### src/rtl/mdio_mm_pkg.sv
`default_nettype none
package mdio_mm_pkg;

  localparam int PREAMBLE_BITS = 32;
  localparam int FRAME_BITS    = 32;
  localparam int DIVIDER_BITS  = 6;
  localparam int COUNT_BITS    = $clog2(PREAMBLE_BITS + FRAME_BITS + 1);

  typedef enum logic [1:0] {
    MODE_TICK   = 2'd0,
    MODE_WRITE  = 2'd1,
    MODE_CLEAR  = 2'd2,
    MODE_STATUS = 2'd3
  } mode_t;

  typedef enum logic [1:0] {
    CFG_MDC_DIVIDER      = 2'd0,
    CFG_HOLD_CYCLES      = 2'd1,
    CFG_PREAMBLE_DISABLE = 2'd2,
    CFG_UNUSED           = 2'd3
  } cfg_index_t;

  localparam logic [1:0] OP_READ = 2'd2;

  typedef struct packed {
    mode_t       mode;
    logic [1:0]  frame_start;
    logic [1:0]  frame_op;
    logic [4:0]  phy_address;
    logic [4:0]  register_address;
    logic [1:0]  turnaround;
    logic [15:0] write_data;
    logic        mdio_in;
  } in_word_t;

  typedef struct packed {
    logic [15:0] read_data;
    logic        event_pending;
    logic        busy_res;
    logic        mdc;
    logic        mdio_out;
    logic        mdio_drive;
  } out_word_t;

  typedef struct packed {
    logic level;
    logic drive;
  } pin_t;

  typedef struct packed {
    logic [FRAME_BITS-1:0]   frame_shift;
    logic [COUNT_BITS-1:0]   bit_count;
    logic [DIVIDER_BITS-1:0] divide_count;
    logic                    mdc_level;
    logic [2:0]              hold_count;
    logic                    hold_pending;
    logic                    busy_flag;
    logic                    done_flag;
    logic [15:0]             captured_data;
    logic                    read_frame;
    logic                    preamble_on;
    pin_t                    pin;
  } state_t;

  function automatic logic [COUNT_BITS-1:0] pre_len(input logic preamble_on);
    pre_len = preamble_on ? COUNT_BITS'(PREAMBLE_BITS) : '0;
  endfunction

  function automatic logic [COUNT_BITS-1:0] frame_len(input logic preamble_on);
    frame_len = COUNT_BITS'(FRAME_BITS) + pre_len(preamble_on);
  endfunction

  // level and drive for the bit now on the line
  function automatic pin_t present_bit(input logic [COUNT_BITS-1:0] bc,
                                       input logic                  preamble_on,
                                       input logic                  rd,
                                       input logic [FRAME_BITS-1:0] fs);
    logic [COUNT_BITS-1:0] diff;
    logic [4:0]            j;
    pin_t                  r;
    diff = bc - pre_len(preamble_on);
    j    = diff[4:0];
    if (bc >= frame_len(preamble_on)) begin
      r = '0;
    end else if (bc < pre_len(preamble_on)) begin
      r = '{level: 1'b1, drive: 1'b1};
    end else if (rd && (j >= 5'd14)) begin
      r = '0;
    end else begin
      r = '{level: fs[5'd31 - j], drive: 1'b1};
    end
    present_bit = r;
  endfunction

endpackage
`default_nettype wire

### src/rtl/mdio_management_master.sv
`default_nettype none
// Clause 22 MDIO management master driven by a stream of words: each input word is
// one clock tick, a frame register write, an event clear or a status read, and
// gives exactly one result word with the data field, event and busy flags and the
// MDC/MDIO pin levels after that word. Each word is worked out in the cycle it is
// accepted, and its result is presented from a single result register the cycle
// after acceptance. A new word is taken every cycle as long as the result register
// is empty or is being read in that same cycle; while a result waits for out_ready
// the input stalls. Configuration writes are always accepted (cfg_ready is tied
// high) and belong between words, with nothing in flight.
module mdio_management_master (
  input  wire logic                           clk,
  input  wire logic                           rst_n,
  input  wire logic                           in_valid,
  output logic                                in_ready,
  input  wire mdio_mm_pkg::in_word_t          in_data,
  output logic                                out_valid,
  input  wire logic                           out_ready,
  output mdio_mm_pkg::out_word_t              out_data,
  input  wire logic                           cfg_valid,
  output logic                                cfg_ready,
  input  wire logic [1:0]                     cfg_index,
  input  wire logic [mdio_mm_pkg::DIVIDER_BITS-1:0] cfg_data
);

  logic [mdio_mm_pkg::DIVIDER_BITS-1:0] mdc_divider_r;
  logic [2:0]                           hold_cycles_r;
  logic                                 preamble_disable_r;

  mdio_mm_pkg::state_t    st_r, st_nxt;
  mdio_mm_pkg::out_word_t out_r, out_nxt;
  logic                   out_valid_r;
  logic                   in_fire;

  assign cfg_ready = 1'b1;
  assign in_ready  = !out_valid_r || out_ready;
  assign in_fire   = in_valid && in_ready;
  assign out_valid = out_valid_r;
  assign out_data  = out_r;

  always_ff @(posedge clk) begin
    if (!rst_n) begin
      mdc_divider_r      <= '0;
      hold_cycles_r      <= '0;
      preamble_disable_r <= 1'b0;
    end else if (cfg_valid && cfg_ready) begin
      unique case (mdio_mm_pkg::cfg_index_t'(cfg_index))
        mdio_mm_pkg::CFG_MDC_DIVIDER:      mdc_divider_r      <= cfg_data;
        mdio_mm_pkg::CFG_HOLD_CYCLES:      hold_cycles_r      <= cfg_data[2:0];
        mdio_mm_pkg::CFG_PREAMBLE_DISABLE: preamble_disable_r <= cfg_data[0];
        mdio_mm_pkg::CFG_UNUSED: ;
      endcase
    end
  end

  always_comb begin
    logic [mdio_mm_pkg::COUNT_BITS-1:0] flen;
    logic [mdio_mm_pkg::COUNT_BITS-1:0] plen;
    st_nxt = st_r;
    flen   = mdio_mm_pkg::frame_len(st_r.preamble_on);
    plen   = mdio_mm_pkg::pre_len(st_r.preamble_on);
    unique case (in_data.mode)
      mdio_mm_pkg::MODE_TICK: begin
        if ((mdc_divider_r != '0) && st_r.busy_flag) begin
          if (st_r.hold_pending) begin
            if (st_r.hold_count == '0) begin
              st_nxt.hold_pending = 1'b0;
              st_nxt.pin = mdio_mm_pkg::present_bit(st_r.bit_count, st_r.preamble_on,
                                                    st_r.read_frame, st_r.frame_shift);
            end else begin
              st_nxt.hold_count = st_r.hold_count - 3'd1;
            end
          end
          if (st_r.divide_count >= mdc_divider_r) begin
            st_nxt.divide_count = '0;
            st_nxt.mdc_level    = !st_r.mdc_level;
            if (!st_r.mdc_level) begin
              // rising edge: sample read data
              if (st_r.read_frame &&
                  (st_r.bit_count >= plen + mdio_mm_pkg::COUNT_BITS'(16)) &&
                  (st_r.bit_count < flen)) begin
                st_nxt.captured_data = {st_r.captured_data[14:0], in_data.mdio_in};
              end
            end else begin
              st_nxt.bit_count = st_r.bit_count + mdio_mm_pkg::COUNT_BITS'(1);
              if (st_nxt.bit_count >= flen) begin
                st_nxt.busy_flag    = 1'b0;
                st_nxt.done_flag    = 1'b1;
                st_nxt.hold_pending = 1'b0;
                st_nxt.hold_count   = '0;
                st_nxt.pin          = '0;
              end else begin
                st_nxt.hold_pending = 1'b1;
                st_nxt.hold_count   = hold_cycles_r;
              end
            end
          end else begin
            st_nxt.divide_count = st_r.divide_count + mdio_mm_pkg::DIVIDER_BITS'(1);
          end
        end
      end
      mdio_mm_pkg::MODE_WRITE: begin
        if (!st_r.busy_flag) begin
          st_nxt.frame_shift   = {in_data.frame_start, in_data.frame_op, in_data.phy_address,
                                  in_data.register_address, in_data.turnaround,
                                  in_data.write_data};
          st_nxt.read_frame    = (in_data.frame_op == mdio_mm_pkg::OP_READ);
          st_nxt.captured_data = in_data.write_data;
          st_nxt.preamble_on   = !preamble_disable_r;
          st_nxt.bit_count     = '0;
          st_nxt.divide_count  = '0;
          st_nxt.mdc_level     = 1'b0;
          st_nxt.hold_pending  = 1'b0;
          st_nxt.hold_count    = '0;
          st_nxt.busy_flag     = 1'b1;
          st_nxt.pin = mdio_mm_pkg::present_bit('0, st_nxt.preamble_on,
                                                st_nxt.read_frame, st_nxt.frame_shift);
        end
      end
      mdio_mm_pkg::MODE_CLEAR: begin
        st_nxt.done_flag = 1'b0;
      end
      mdio_mm_pkg::MODE_STATUS: ;
    endcase

    out_nxt.read_data     = st_nxt.captured_data;
    out_nxt.event_pending = st_nxt.done_flag;
    out_nxt.busy_res      = st_nxt.busy_flag;
    out_nxt.mdc           = st_nxt.mdc_level;
    out_nxt.mdio_out      = st_nxt.pin.drive & st_nxt.pin.level;
    out_nxt.mdio_drive    = st_nxt.pin.drive;
  end

  always_ff @(posedge clk) begin
    if (!rst_n) begin
      st_r        <= '0;
      out_valid_r <= 1'b0;
    end else begin
      if (in_fire) begin
        st_r        <= st_nxt;
        out_valid_r <= 1'b1;
      end else if (out_ready) begin
        out_valid_r <= 1'b0;
      end
    end
  end

  always_ff @(posedge clk) begin
    if (in_fire) begin
      out_r <= out_nxt;
    end
  end

  a_idle_released: assert property (@(posedge clk) disable iff (!rst_n)
    !st_r.busy_flag |-> !st_r.pin.drive)
    else $error("mdio driven while no frame in progress");

  a_count_in_frame: assert property (@(posedge clk) disable iff (!rst_n)
    st_r.busy_flag |-> (st_r.bit_count < mdio_mm_pkg::frame_len(st_r.preamble_on)))
    else $error("bit count beyond frame length while busy");

  a_hold_needs_busy: assert property (@(posedge clk) disable iff (!rst_n)
    st_r.hold_pending |-> st_r.busy_flag)
    else $error("hold pending outside a frame");

  a_start_sets_busy: assert property (@(posedge clk) disable iff (!rst_n)
    (in_fire && (in_data.mode == mdio_mm_pkg::MODE_WRITE) && !st_r.busy_flag)
      |=> (st_r.busy_flag && out_valid_r && out_r.busy_res))
    else $error("frame write did not start a frame");

endmodule
`default_nettype wire
### config.mk
export PLATFORM = sky130hd
export DESIGN_NAME = mdio_management_master
export DESIGN_NICKNAME = d
export VERILOG_FILES = /design/src/rtl/mdio_mm_pkg.sv /design/src/rtl/mdio_management_master.sv
export SDC_FILE = /design/constraint.sdc
export NUM_CORES = 1
export LEC_CHECK = 0
export BUFFER_PORTS_ARGS = -buffer_cell sky130_fd_sc_hd__buf_2
export CORE_ASPECT_RATIO = 2
export CORE_MARGIN = 1
export CORE_UTILIZATION = 45
export DETAILED_ROUTE_END_ITERATION = 7
export GPL_TIMING_DRIVEN = 0
export PLACE_DENSITY = 0.65
export SETUP_SLACK_MARGIN = 0.15
export SYNTH_ARGS = -nofsm -noshare
export SYNTH_HDL_FRONTEND = slang
export SYNTH_SLANG_ARGS = --single-unit
### constraint.sdc
create_clock -name clk -period 3.76 [get_ports clk]
set_input_delay 0.376 -clock clk [delete_from_list [all_inputs] [get_ports clk]]
set_output_delay 0.376 -clock clk [all_outputs]
set_load 0.05 [all_outputs]
==> results.json <==
{
  "status": "finished clean",
  "leakagePower_uw": 0.00240,
  "layout_min_cycle_time_ps": 3390,
  "synth_nets": 626,
  "n_antenna_cell": 0,
  "grtUsageMet3_pct": 3.58,
  "layout_commonest_cell": "nand2_1",
  "drive_gt1_share_pct": 17.6,
  "setup_violations": 0,
  "maxSlewViolCount": 0,
  "critPathRequiredTime_ps": 3850,
  "cts_tree": "built",
  "rsz0062_at_grt": "false",
  "cp_common_cell": "nand3_1",
  "finalCritPeriodShare_pct": 90.2,
  "cp.arrival_ps": 3490,
  "initialDrtViolationCount": 322,
  "antenna_found_initial": 0,
  "crit_family": "simple AND/OR/NAND/NOR gates",
  "final_core_util_pct": 53.4,
  "crit_fanout": 10,
  "vias": 4618,
  "ys_seq_area_share_pct": 44.5,
  "synth.distinct_cells": 65,
  "grt_overflow": 0,
  "hold_path_class": "input port to flip-flop",
  "power.internal_uw": 1800,
  "wl_um": 13800,
  "fin_skew_ps": 10.7,
  "drtAntennaViolNets": 0,
  "p_per_area_nw_per_um2": 411,
  "cp_cell_sequence": "clkbuf_1 > and3_1 > nand3_1 > xnor2_1 > ha_1 > nand4_1 > o31ai_2 > nand3_1 > a41oi_1 > nor2_1",
  "via_per_inst": 5.85,
  "start_kind": "flip-flop",
  "seqPwrFrac_pct": 49.0,
  "areaGrowthSynthToFinish_pct": 16.2,
  "grt.busiest_layer": "met2",
  "grt_use_met1_pct": 22.6,
  "r2r_slack_ps": 370,
  "pwr-share-clk_pct": 38.8,
  "fp-row-count": 55,
  "num-nets-final": 707,
  "portBuffers": 70,
  "gp_congestion": 0.962,
  "power_uw": 2460,
  "clock-sinks": 104,
  "cap_violations": 0,
  "grt_use_met2_pct": 46.3,
  "grt_pass1_wl_um": 21900,
  "cts-root-buf": "clkbuf_16",
  "syn_avg_cell_area_um2": 9.18,
  "drtPass1Iterations": 6,
  "avgRoutedWirePerCell_um": 17.5,
  "fmax_mhz": 295,
  "comb_power_share_pct": 12.1,
  "worstSetupEndpointType": "flip-flop",
  "layout_common_cells": "nand2_1, dfxtp_1, buf_2",
  "clk_latency_ps": 350,
  "grt_usage_pct": 23.7,
  "cts.htree.levels": 3,
  "drc": 0,
  "setup_tns_ps": 0,
  "slowest_delay_ps": 530,
  "numCtsBuffers": 9,
  "place_hpwl_um": 10600,
  "async_flop_share_pct": 0,
  "initial_core_util_pct": 45.9,
  "finalNonFillerCells": 789,
  "top_level_ports": 72,
  "yosys_warnings": 0,
  "dieArea_um2": 11900,
  "netlist_instances": 561,
  "synthFlopType": "dfxtp_1",
  "grt_max_degree": 28,
  "critPathKind": "flip-flop to flip-flop",
  "relSlewSlack_pct": 30.7,
  "tightestPinTransition_ps": 1040,
  "fp.dieW_um": 77.7,
  "syn_area_um2": 5150,
  "ys_seq_elements": 104,
  "setup_slack_ps": 368,
  "die_height_um": 153,
  "crit_slowest_cell": "dfxtp_1",
  "place_ws_ps": 238,
  "grt_pass1_vias": 4586,
  "cts_setup_buffers": 0,
  "placed_cells": 773,
  "critPathBufInv": 1,
  "p_sw_uw": 663,
  "cts_buffer_depth": 2,
  "p_sw_share_pct": 26.9,
  "hold_viol": 0,
  "core_area_um2": 11200,
  "synth_edf_count": 21,
  "ir_drop_uv": 238,
  "clk_pin_slew_ps": 70
}
-- per-layer routing --
metal	wire length (um)	share of wire, %
met5	0	0
met4	704	5.1
met3	585	4.2
met2	7810	57
met1	4720	34
-- stage by stage --
stage | cell area (um2) | hold WS (ps)
3_5_place_dp | 5680 | 447
3_3_place_gp | 5680 | 439
5_1_grt | 5990 | 265
2_1_floorplan | 5150 | 428
4_1_cts | 5980 | 261
6_report | 5990 | 262
-- state kept, by name, summed over array words and instances, names as in the netlist --
register	count
out_valid	1
preamble_disable_r	1
out_data	21
st_r	72
hold_cycles_r	3
mdc_divider_r	6
-- cell type report --
type	instances	area [um2]
Multi-Input combinational cell	399	2630
Clock buffer	9	225
Inverter	22	82.6
Fill cell	1075	5230
Tap cell	142	178
Clock inverter	7	77.6
Timing Repair Buffer	70	350
Buffer	36	158
Sequential cell	104	2290
-- synth_stat cells, types with 3 or more instances --
master | instances | share of area [%]
mux2i_1 | 8 | 1.6
mux4_2 | 8 | 3.5
a211oi_1 | 4 | 0.58
a311oi_1 | 3 | 0.51
clkbuf_1 | 28 | 2.0
nand3b_1 | 7 | 1.0
a221o_1 | 16 | 3.1
buf_1 | 3 | 0.22
ha_1 | 17 | 4.1
a22o_1 | 16 | 2.7
xnor2_1 | 4 | 0.68
nor2_1 | 30 | 2.2
nor2b_1 | 3 | 0.36
o211ai_1 | 3 | 0.44
and3_1 | 20 | 2.4
nor4_1 | 3 | 0.36
inv_1 | 22 | 1.6
nand4_1 | 4 | 0.49
a21oi_1 | 66 | 6.4
nand3_1 | 6 | 0.58
edfxtp_1 | 21 | 12
nand2b_1 | 7 | 0.85
nor3_1 | 12 | 1.2
a21o_1 | 16 | 2.3
dfxtp_1 | 83 | 32
o21ai_0 | 19 | 1.8
nand2_1 | 86 | 6.3
-- tightest hold or removal path: stages --
cell,delay (ps)
buf_2,100
nand2_1,40
a21oi_1,50
-- cell families (layout without fill, tap and decap cells) --
family / count (synthesis) / count (layout) / share of synthesized area [%]
buf+inv: 58 / 144 / 4.64
flops: 104 / 104 / 44.5
fa+ha+maj: 17 / 17 / 4.13
other cells: 1 / 1 / 0.0728
xor+xnor: 5 / 5 / 0.850
compound gates: 169 / 169 / 22.7
simple gates: 191 / 191 / 18.1
mux: 16 / 16 / 5.05
-- path summary, 6_finish.rpt --
check / end / from / cells past startpoint
setup / recovery: out_data[1]$_DFFE_PP_ / st_r[36]$_SDFFE_PN0P_ / 10
hold / removal: st_r[56]$_SDFFE_PN0P_ / in_data[17] / 3
setup reg to reg: out_data[1]$_DFFE_PP_ / st_r[36]$_SDFFE_PN0P_ / 10
hold reg to reg: st_r[64]$_SDFFE_PN0P_ / st_r[64]$_SDFFE_PN0P_ / 2
-- power by group through the flow --
stage	clock network (uW)	registers [uW]	logic, uW
floorplan	0	1290	140
global placement	0	1230	291
detailed placement	0	1230	296
global route	1020	1210	320
finish	956	1210	298
CTS	964	1210	297
-- timing repair --
action	in CTS	in global routing
gates resized for setup	0	2
hold buffers	0	0
endpoints found under the setup margin	0	9
Power figures use the tool's default switching activity.
